--- src/hw/rtl/coc_pkg.sv ---
`default_nettype none
package coc_pkg;

  localparam int RESP_W     = 16;
  localparam int DIRECTIONS = 9;
  localparam int DIR_W      = 4;

  localparam int CFG_ADDR_W = 3;
  localparam int CFG_DATA_W = 32;

  // register word index, taken from paddr[2]
  localparam logic REG_DIRECTIONS_IN_USE = 1'b0;
  localparam logic [DIR_W-1:0] DIRS_RESET = DIR_W'(DIRECTIONS);

  typedef logic signed [RESP_W-1:0] resp_t;
  typedef resp_t resp_vec_t [DIRECTIONS];

  typedef struct packed {
    resp_t            top;
    logic [DIR_W-1:0] win;
    logic             side;
  } scale_best_t;

endpackage
`default_nettype wire

--- src/hw/rtl/coc_cfg.sv ---
`default_nettype none
module coc_cfg (
  input  wire logic                             clk,
  input  wire logic                             rst_n,
  input  wire logic                             psel,
  input  wire logic                             penable,
  input  wire logic                             pwrite,
  input  wire logic [coc_pkg::CFG_ADDR_W-1:0]   paddr,
  input  wire logic [coc_pkg::CFG_DATA_W-1:0]   pwdata,
  output logic      [coc_pkg::CFG_DATA_W-1:0]   prdata,
  output logic                                  pready,
  output logic      [coc_pkg::DIR_W-1:0]        dirs_cfg
);

  logic [coc_pkg::DIR_W-1:0] dirs_r;
  logic [coc_pkg::DIR_W-1:0] dirs_nxt;
  logic                      hit;

  assign pready = 1'b1;
  assign hit    = (paddr[2] == coc_pkg::REG_DIRECTIONS_IN_USE);

  always_comb begin
    dirs_nxt = dirs_r;
    if (psel && penable && pwrite && hit) begin
      dirs_nxt = pwdata[coc_pkg::DIR_W-1:0];
    end
  end

  always_ff @(posedge clk) begin
    if (!rst_n) begin
      dirs_r <= coc_pkg::DIRS_RESET;
    end else begin
      dirs_r <= dirs_nxt;
    end
  end

  always_comb begin
    prdata = '0;
    if (hit) begin
      prdata = coc_pkg::CFG_DATA_W'(dirs_r);
    end
  end

  assign dirs_cfg = dirs_r;

endmodule
`default_nettype wire

--- src/hw/rtl/coc_argmax.sv ---
`default_nettype none
module coc_argmax (
  input  wire coc_pkg::resp_vec_t            resp,
  input  wire logic [coc_pkg::DIR_W-1:0]     dirs_cfg,
  output coc_pkg::scale_best_t               best
);

  logic [coc_pkg::DIR_W-1:0]       n_eff;
  logic [coc_pkg::DIR_W-1:0]       n_m1;
  coc_pkg::resp_t                  top;
  logic [coc_pkg::DIR_W-1:0]       win;
  coc_pkg::resp_t                  r_last;
  logic [coc_pkg::DIRECTIONS-1:0]  side_vec;
  logic                            side;

  // clamp lane count to 1..DIRECTIONS
  always_comb begin
    n_eff = dirs_cfg;
    if (dirs_cfg == '0) begin
      n_eff = coc_pkg::DIR_W'(1);
    end else if (dirs_cfg > coc_pkg::DIR_W'(coc_pkg::DIRECTIONS)) begin
      n_eff = coc_pkg::DIR_W'(coc_pkg::DIRECTIONS);
    end
  end

  assign n_m1 = n_eff - coc_pkg::DIR_W'(1);

  // first lane wins ties: update only on strictly greater
  always_comb begin
    top = resp[0];
    win = '0;
    for (int d = 1; d < coc_pkg::DIRECTIONS; d++) begin
      if ((coc_pkg::DIR_W'(d) < n_eff) && (resp[d] > top)) begin
        top = resp[d];
        win = coc_pkg::DIR_W'(d);
      end
    end
  end

  // wrap value for the right neighbor of lane 0
  always_comb begin
    r_last = resp[0];
    for (int d = 0; d < coc_pkg::DIRECTIONS; d++) begin
      if (coc_pkg::DIR_W'(d) == n_m1) begin
        r_last = resp[d];
      end
    end
  end

  // side bit for every lane as a candidate winner
  always_comb begin
    for (int d = 0; d < coc_pkg::DIRECTIONS; d++) begin
      coc_pkg::resp_t lv;
      coc_pkg::resp_t rv;
      lv = (coc_pkg::DIR_W'(d + 1) >= n_eff) ? resp[0]
                                              : resp[(d + 1) % coc_pkg::DIRECTIONS];
      rv = (d == 0) ? r_last
                    : resp[(d + coc_pkg::DIRECTIONS - 1) % coc_pkg::DIRECTIONS];
      side_vec[d] = (lv >= rv);
    end
  end

  always_comb begin
    side = side_vec[0];
    for (int d = 1; d < coc_pkg::DIRECTIONS; d++) begin
      if (win == coc_pkg::DIR_W'(d)) begin
        side = side_vec[d];
      end
    end
  end

  assign best.top  = top;
  assign best.win  = win;
  assign best.side = side;

endmodule
`default_nettype wire

--- src/hw/rtl/competitive_orientation_coder_unit.sv ---
`default_nettype none
// Channel   Direction  Handshake           Payload
// in_       input      in_valid/in_stall   in_resp_dir0..8 (s16), in_last_scale
// out_      output     out_valid/out_stall out_max_response (s16),
//                                          out_direction_code (4), out_side_code
// cfg (APB) input      psel/penable/pready directions_in_use at byte address 0
//
// One transfer per clock sustained while in_stall is low. While an item sits in the input
// register, the per-scale maximum, winner and side bit are formed from it and
// folded into the running pixel best as it advances. An item marked last_scale
// is loaded into the output register as it leaves the input register.
// Reset (rst_n low, synchronous) empties both stages, clears the pixel state
// and sets directions_in_use to 9. in_stall rises only while a last-scale item
// is held behind a stalled, occupied output register.
module competitive_orientation_coder_unit (
  input  wire logic                            clk,
  input  wire logic                            rst_n,
  // input channel
  input  wire logic                            in_valid,
  output logic                                 in_stall,
  input  wire logic signed [15:0]              in_resp_dir0,
  input  wire logic signed [15:0]              in_resp_dir1,
  input  wire logic signed [15:0]              in_resp_dir2,
  input  wire logic signed [15:0]              in_resp_dir3,
  input  wire logic signed [15:0]              in_resp_dir4,
  input  wire logic signed [15:0]              in_resp_dir5,
  input  wire logic signed [15:0]              in_resp_dir6,
  input  wire logic signed [15:0]              in_resp_dir7,
  input  wire logic signed [15:0]              in_resp_dir8,
  input  wire logic                            in_last_scale,
  // result channel
  output logic                                 out_valid,
  input  wire logic                            out_stall,
  output logic signed [15:0]                   out_max_response,
  output logic        [3:0]                    out_direction_code,
  output logic                                 out_side_code,
  // configuration port
  input  wire logic                            psel,
  input  wire logic                            penable,
  input  wire logic                            pwrite,
  input  wire logic [coc_pkg::CFG_ADDR_W-1:0]  paddr,
  input  wire logic [coc_pkg::CFG_DATA_W-1:0]  pwdata,
  output logic      [coc_pkg::CFG_DATA_W-1:0]  prdata,
  output logic                                 pready
);

  logic [coc_pkg::DIR_W-1:0]  dirs_cfg;

  // input register
  logic                       s1_valid_r;
  logic                       s1_valid_nxt;
  coc_pkg::resp_vec_t         s1_resp_r;
  logic                       s1_last_r;
  logic                       in_xfer;
  logic                       s1_adv;

  // running pixel state
  coc_pkg::resp_t             best_resp_r;
  logic [coc_pkg::DIR_W-1:0]  best_dir_r;
  logic                       best_side_r;
  logic                       started_r;
  logic                       started_nxt;
  coc_pkg::scale_best_t       scale_best;
  coc_pkg::scale_best_t       merged;
  logic                       take_scale;

  // output register
  logic                       out_valid_r;
  logic                       out_valid_nxt;
  logic                       out_load;
  coc_pkg::scale_best_t       out_r;

  coc_cfg u_cfg (
    .clk      (clk),
    .rst_n    (rst_n),
    .psel     (psel),
    .penable  (penable),
    .pwrite   (pwrite),
    .paddr    (paddr),
    .pwdata   (pwdata),
    .prdata   (prdata),
    .pready   (pready),
    .dirs_cfg (dirs_cfg)
  );

  coc_argmax u_argmax (
    .resp     (s1_resp_r),
    .dirs_cfg (dirs_cfg),
    .best     (scale_best)
  );

  // A non-last item never needs the output register, so it always advances.
  assign s1_adv   = s1_valid_r && (!s1_last_r || !out_valid_r || !out_stall);
  assign in_stall = s1_valid_r && !s1_adv;
  assign in_xfer  = in_valid && !in_stall;

  always_comb begin
    s1_valid_nxt = s1_valid_r;
    if (in_xfer) begin
      s1_valid_nxt = 1'b1;
    end else if (s1_adv) begin
      s1_valid_nxt = 1'b0;
    end
  end

  always_ff @(posedge clk) begin
    if (!rst_n) begin
      s1_valid_r <= 1'b0;
    end else begin
      s1_valid_r <= s1_valid_nxt;
    end
  end

  // hold payload until a new transfer lands
  always_ff @(posedge clk) begin
    if (in_xfer) begin
      s1_resp_r[0] <= in_resp_dir0;
      s1_resp_r[1] <= in_resp_dir1;
      s1_resp_r[2] <= in_resp_dir2;
      s1_resp_r[3] <= in_resp_dir3;
      s1_resp_r[4] <= in_resp_dir4;
      s1_resp_r[5] <= in_resp_dir5;
      s1_resp_r[6] <= in_resp_dir6;
      s1_resp_r[7] <= in_resp_dir7;
      s1_resp_r[8] <= in_resp_dir8;
      s1_last_r    <= in_last_scale;
    end
  end

  // First scale of a pixel always wins; later scales only on strictly greater,
  // so ties stay with the earlier scale.
  assign take_scale = !started_r || (scale_best.top > best_resp_r);

  always_comb begin
    merged.top  = best_resp_r;
    merged.win  = best_dir_r;
    merged.side = best_side_r;
    if (take_scale) begin
      merged = scale_best;
    end
  end

  always_comb begin
    started_nxt = started_r;
    if (s1_adv) begin
      started_nxt = !s1_last_r;
    end
  end

  always_ff @(posedge clk) begin
    if (!rst_n) begin
      started_r   <= 1'b0;
      best_resp_r <= '0;
      best_dir_r  <= '0;
      best_side_r <= 1'b0;
    end else begin
      started_r <= started_nxt;
      if (s1_adv) begin
        best_resp_r <= merged.top;
        best_dir_r  <= merged.win;
        best_side_r <= merged.side;
      end
    end
  end

  // output register: load on a last-scale advance, drop once taken
  assign out_load = s1_adv && s1_last_r;

  always_comb begin
    out_valid_nxt = out_valid_r;
    if (out_load) begin
      out_valid_nxt = 1'b1;
    end else if (!out_stall) begin
      out_valid_nxt = 1'b0;
    end
  end

  always_ff @(posedge clk) begin
    if (!rst_n) begin
      out_valid_r <= 1'b0;
    end else begin
      out_valid_r <= out_valid_nxt;
    end
  end

  always_ff @(posedge clk) begin
    if (out_load) begin
      out_r <= merged;
    end
  end

  assign out_valid          = out_valid_r;
  assign out_max_response   = out_r.top;
  assign out_direction_code = out_r.win;
  assign out_side_code      = out_r.side;

endmodule
`default_nettype wire
--- config.mk ---
export PLATFORM = sky130hd
export DESIGN_NAME = competitive_orientation_coder_unit
export DESIGN_NICKNAME = d
export VERILOG_FILES = /design/src/hw/rtl/coc_pkg.sv /design/src/hw/rtl/coc_cfg.sv /design/src/hw/rtl/coc_argmax.sv /design/src/hw/rtl/competitive_orientation_coder_unit.sv
export SDC_FILE = /design/constraint.sdc
export NUM_CORES = 1
export LEC_CHECK = 0
export BUFFER_PORTS_ARGS = -buffer_cell sky130_fd_sc_hd__buf_2
export CAP_MARGIN = 20
export CORE_MARGIN = 2
export CORE_UTILIZATION = 40
export CTS_CLUSTER_DIAMETER = 200
export DETAILED_ROUTE_END_ITERATION = 8
export PLACE_DENSITY = 0.68
export SLEW_MARGIN = 0
export SYNTH_ARGS = -nofsm -noshare
export SYNTH_HDL_FRONTEND = slang
export SYNTH_SLANG_ARGS = --single-unit
--- constraint.sdc ---
create_clock -name clk -period 18.4 [get_ports clk]
set_clock_uncertainty 0.05 [all_clocks]
set_input_delay 0.92 -clock clk [delete_from_list [all_inputs] [get_ports clk]]
set_output_delay 0.92 -clock clk [all_outputs]
set_load 0.01 [all_outputs]
### Yosys cells after proc, flatten, opt, wreduce, memory -nomap -nowiden

Index checks and enable logic that the tools add are counted.

| cells by class | value |
|---|---|
| add/sub/neg operators | 1 |
| $lt $le $gt $ge | 35 |
| eq/ne operators | 17 |
| muxes and demuxes | 48 |
| bitwise operators | 1 |
| reductions and logical operators | 26 |

Operators by type and width:

| kind | count |
|---|---|
| 16-bit two-way mux | 24 |
| 16-bit >= comparator | 9 |
| 16-bit > comparator | 9 |
| 21-bit two-way mux | 1 |
| 3-bit by 4-bit == test with 1-bit output (first input constant) | 4 |
| 4-bit by 3-bit == test with 1-bit output (second input constant) | 4 |
| 3-bit by 4-bit >= comparator with 1-bit output (first input constant) | 4 |
| 3-bit by 4-bit less-than comparator with 1-bit output (first input constant) | 4 |
| 4-bit two-way mux | 4 |
| 1-bit logical AND | 15 |
| 1-bit two-way mux | 13 |
| 3-bit two-way mux | 4 |
| 2-bit by 4-bit == test with 1-bit output (first input constant) | 2 |
| 4-bit by 2-bit == test with 1-bit output (second input constant) | 2 |
| 2-bit by 4-bit >= comparator with 1-bit output (first input constant) | 2 |
| 2-bit by 4-bit less-than comparator with 1-bit output (first input constant) | 2 |
| 1-bit zero test | 6 |
| 1-bit by 4-bit == test with 1-bit output (first input constant) | 1 |
| 4-bit by 1-bit == test with 1-bit output (second input constant) | 1 |
| 4-bit == test (first input constant) | 1 |
| 4-bit == test (second input constant) | 1 |
| 1-bit by 4-bit >= comparator with 1-bit output (first input constant) | 1 |
| 4-bit >= comparator (first input constant) | 1 |
| 4-bit > comparator (second input constant) | 1 |
| 9 further kinds | 12 |

| word-level totals | value |
|---|---|
| register bits | 194 |
| input port bits | 187 |
| word-level logic and storage cells | 148 |

### Longest topological paths before layout

| logic depth | value |
|---|---|
| depth after elaboration | 37 |
| mapped depth | 97 |

### By module

From an unflattened synthesis, not the netlist that was laid out.

| second synthesis, totals | value |
|---|---|
| cells, all modules | 2073 |
| area total of the unflattened synthesis | 18484.0 sq um |

Modules (own cells, without submodules):

| module | times used | cells an instance | area each (sq um) | sequential area each (sq um) |
|---|---|---|---|---|
| coc_argmax | 1 | 1661 | 11438.5 | 0.0 |
| competitive_orientation_coder_unit | 1 | 359 | 6603.8 | 5465.2 |
| coc_cfg | 1 | 53 | 441.7 | 80.1 |

### Worst setup path after synthesis

Ideal clock, no wire load.

| path | value |
|---|---|
| kind | flip-flop to flip-flop |
| start | reg s1_resp_r[141] (netlist name) |
| end | reg best_resp_r[12] |
| arrival | 19.017 ns |
| required time | 18.279 ns |
| slack | -0.737 ns |
| stages on the path, launching flop included | 93 |
| buffers on the path | 22 |
| clock period less this slack | 19.137 ns |
| cells stage by stage | edfxtp_1 > clkbuf_1 > inv_1 > ha_1 > a21o_1 > a2111oi_2 > o31ai_1 > nor3_2 > buf_6 > o31ai_2 > and2_1 > ha_1 > and4_1 > nand4_1 > a21o_1 > and3_1 > buf_2 > or3_1 > [... 57 more ...] > or2_1 > clkbuf_1 > nor3b_2 > clkbuf_2 > a221o_1 > a21oi_1 > ha_1 > nand4_1 > nor3_1 > nand2_1 > o32ai_1 > a21oi_1 > nand2b_1 > clkbuf_1 > buf_1 > clkbuf_1 > nand2_1 > a21oi_1 |

| between the ends | value |
|---|---|
| cells in the longest elaborated chain, start to end | 27 |

RTL lines:

| what | line | RTL |
|---|---|---|
| start, declared | competitive_orientation_coder_unit.sv:52 | `coc_pkg::resp_vec_t s1_resp_r;` |
| 16-bit > comparator | coc_argmax.sv:33 | `if ((coc_pkg::DIR_W'(d) < n_eff) && (resp[d] > top)) begin` |
| 1-bit logical AND | coc_argmax.sv:33 |  |
| 16-bit two-way mux * | coc_argmax.sv:33 |  |
| 16-bit > comparator | coc_argmax.sv:33 |  |
| 1-bit logical AND | coc_argmax.sv:33 |  |
| 16-bit two-way mux * | coc_argmax.sv:33 |  |
| 16-bit > comparator | coc_argmax.sv:33 |  |
| 1-bit logical AND | coc_argmax.sv:33 |  |
| [... 11 more ...] | n/a |  |
| 1-bit logical AND | coc_argmax.sv:33 |  |
| 16-bit two-way mux * | coc_argmax.sv:33 |  |
| 16-bit > comparator | coc_argmax.sv:33 |  |
| 1-bit logical AND | coc_argmax.sv:33 |  |
| 16-bit two-way mux * | coc_argmax.sv:33 |  |
| 16-bit > comparator | competitive_orientation_coder_unit.sv:132 | `assign take_scale = !started_r \|\| (scale_best.top > best_resp_r);` |
| 1-bit logical OR | competitive_orientation_coder_unit.sv:132 |  |
| 21-bit two-way mux * | competitive_orientation_coder_unit.sv:138 | `if (take_scale) begin` |
| end signal, assigned | competitive_orientation_coder_unit.sv:159 | `best_resp_r <= merged.top;` |
| end, declared | competitive_orientation_coder_unit.sv:58 | `coc_pkg::resp_t best_resp_r;` |

Mark *: on every way between the ends. The rest lies on a longest branch, timed or not.
A chain may end at the register's enable or synchronous reset.

==> qor.txt <==
status = complete, but fails checks
failing checks = negative setup slack
diodes inserted = 0
Clock Tree Buf Depth = 2
met1 Usage GRT = 38.66%
Final ANT Viol Nets = 0
asr flop ratio synth = 0%
startpoint types = flop
Root Driver = clkbuf_16
synth warn = 0
Slew Viols, Final = 0
hold_buf cts = 0
CP arrival = 18.98 ns
DP HPWL = 57940 µm
synth unique cells = 83
most frequent CP cell = buf_4
largest net degree at the start of global routing = 72
critical path startpoint = s1_resp_r[142]$_DFFE_PP_
first-pass GRT wire length = 105800 µm
H-Tree Depth = 4
CP endpoint kind = flop
DRC Markers = 0
Routed WL per cell = 23.07 µm
Final Worst Setup Slack = -0.3550 ns
Die Y = 220.4 µm
cell count after synthesis = 2155
drt first pass iters = 6
peak supply drop = 0.0001472 V
Final Util = 53.29%
cell leakage power = 0.01104 µW
Primary FF master, synth = edfxtp_1
cell area power density = 187.2 nW/µm²
clk slew on worst S/H paths = 0.09 ns
Worst Tran Pin Value = 0.9110 ns
clk sinks = 194
Design Area, Final = 24710 µm²
number of synthesized register bits = 194
Worst Min Path Start = best_dir_r[0]$_SDFFE_PN0P_
Placer Congestion = 0.9557
Max stage delay on crit path = 0.61 ns
Tightest Hold Check Type = reg -> reg
Placement Setup Slack = -0.9873 ns
CP max-delay cell = or4b_4
Post-synth EDFFs = 166
core area = 46360 µm²
boundary pin count = 243
CP Buf/Inv Count = 34
Tcrit/Tclk final = 101.9%
DRT Wirelength = 75010 µm
GR met3 Demand/Resource = 3.162%
Rows = 79
Area contributors post-synth = edfxtp_1, ha_1, o21ai_0, a21oi_1, nand2_1
Clock Latency Late Sink = 0.52 ns
RSZ-0062 raised after global routing = yes
MaxCap Viol Count = 0
Critical Path Fanout Max = 13
worst rel slew slack = 39.27%
Starting Density = 40.42%
Avg Cell Area, Syn = 8.695 µm²
CP Class = reg -> reg
required time worst endpoint = 18.62 ns
final hold vios = 0
register area share after synthesis = 29.59%
area delta synth->final = 31.85%
DR vias = 18924
1st-iter DRT viols = 1836
aggregate global-route resource usage = 29.51%
Placed Area = 22210 µm²
critical path's top delay family = compound AO/OA/AOI/OAI gates
global route overflow = 0
port bufs = 183
Die W = 220.4 µm
via/cell ratio = 5.819
CTS Buf Count = 17
Cell Area, Synth = 18740 µm²
Achievable Freq = 0.05332 GHz
Final #Nets = 3108
final setup fails = 42
Min Clock Period, post-route = 18.76 ns
CTS tree = yes
met2 Track Usage GR = 48.28%
Most Used Layer, Global Route = met2
Synth top area share = 26.60%
post-synth top area cell = edfxtp_1
layout cells sized above 1 = 32.40%
FILL cells = 4155
die area = 48590 µm²
number of global-route vias before repair = 17687
initial antenna violation count = 0
r2r startpoint = s1_resp_r[142]$_DFFE_PP_
Fin Hold WS = 0.4147 ns
-- synth_stat cells, types with 16 or more instances --
library cell / instances
a221o_1: 18
edfxtp_1: 166
nor2b_1: 31
nor2_1: 173
o31ai_1: 16
nor4_1: 23
and2_1: 18
a221oi_1: 20
mux2_2: 51
clkbuf_1: 79
o21ai_0: 174
a22oi_1: 31
nor3_1: 17
a21oi_1: 172
a211oi_1: 56
nand4_1: 60
ha_1: 289
a21o_1: 47
o21a_1: 30
a211o_1: 20
dfxtp_1: 28
nand2_1: 198
buf_4: 32
buf_2: 25
inv_1: 162
nand3_1: 27
-- sequential cells by signal (all words and copies together) (netlist names) --
signal / flops
best_dir_r: 4
best_resp_r: 16
best_side_r: 1
out_direction_code: 4
out_max_response: 16
out_side_code: 1
out_valid: 1
s1_last_r: 1
s1_resp_r: 144
s1_valid_r: 1
started_r: 1
u_cfg.dirs_cfg: 4
-- power breakdown --
| group | internal [µW] | switching (µW) | leakage, µW |
|---|---|---|---|
| Combinational | 1800 | 1800 | 0.00890 |
| Sequential | 576 | 56.3 | 0.00184 |
| Clock | 192 | 198 | 0.000299 |
| Total | 2570 | 2060 | 0.0110 |
-- final timing paths --
kind | endpoint | slack [ns] | cells past startpoint
worst max-delay path | out_max_response[3]$_DFFE_PP_ | -0.36 | 96
worst min-delay path | best_dir_r[0]$_SDFFE_PN0P_ | 0.41 | 2
worst max register to register | out_max_response[3]$_DFFE_PP_ | -0.36 | 96
worst min register to register | best_dir_r[0]$_SDFFE_PN0P_ | 0.41 | 2
-- per-layer routing --
metal,wire length [µm],vias to the layer above
met5,0,-
met4,3845,0
met3,4344,173
met2,34540,779
met1,32280,9018
li1,-,8954
-- tightest hold or removal path: cells and delay by family, from the launching register on --
family / cells / cell delay (ns)
AOI/OAI and AO/OA: 1 / 0.05
DFF: 1 / 0.31
and+or+nand+nor: 1 / 0.05
-- cells by family after synthesis --
group,count (synthesis),share of synthesized area (%)
other cells,2,0.04008
simple gates,604,15.26
flops,194,29.59
xor+xnor,1,0.04675
mux,62,3.659
fa+ha+maj,289,19.30
compound gates,691,24.71
buf+inv,312,7.392
-- layout make-up --
type                            instances  area (µm²)  area share, %
Clock inverter                         13       131.4         0.5318
Sequential cell                       194        5545          22.45
Tap cell                              607       759.5          3.074
Multi-Input combinational cell       1677       12870          52.09
Inverter                              163       611.8          2.476
Timing Repair Buffer                  579        4325          17.51
Clock buffer                           19       464.2          1.879
-- metrics by stage --
step / std cells / setup TNS (ns) / total power, µW
floorplan: 2182 / 0 / 2160
global placement: 3122 / -17.87 / 3254
detailed placement: 3123 / -38.90 / 3346
CTS: 3195 / 0 / 3973
global route: 3252 / -28.36 / 4886
finish: 3252 / -11.59 / 4624
-- placed cells by master (no fill, tap or decap), drive strengths merged, types with 9 or more instances in the layout --
cell / netlist / layout
buf: 69 / 571
ha: 289 / 289
nand2: 198 / 198
a21oi: 183 / 183
o21ai: 179 / 179
nor2: 173 / 173
inv: 163 / 173
edfxtp: 166 / 166
nand4: 60 / 60
a211oi: 57 / 57
mux2: 52 / 52
a21o: 47 / 47
o21a: 31 / 31
nor2b: 31 / 31
a22oi: 31 / 31
conb: 2 / 29
dfxtp: 28 / 28
nand3: 28 / 28
clkbuf: 80 / 27
o31ai: 26 / 26
nor4: 23 / 23
a211o: 20 / 20
a221oi: 20 / 20
nor3: 19 / 20
a221o: 18 / 18
and2: 18 / 18
a311oi: 17 / 17
nand2b: 15 / 15
o211ai: 13 / 13
a31oi: 11 / 11
mux2i: 10 / 10
and3: 9 / 9
-- timing repair --
action                                  in CTS  in global routing
endpoints found under the setup margin      42                 42
gates cloned                                 3                 11
pin swaps                                   37                116
buffers inserted                            37                 51
hold endpoints to repair                     0                  0
gates resized for setup                     57                175
Note: power is estimated with default switching activity, not from simulation.
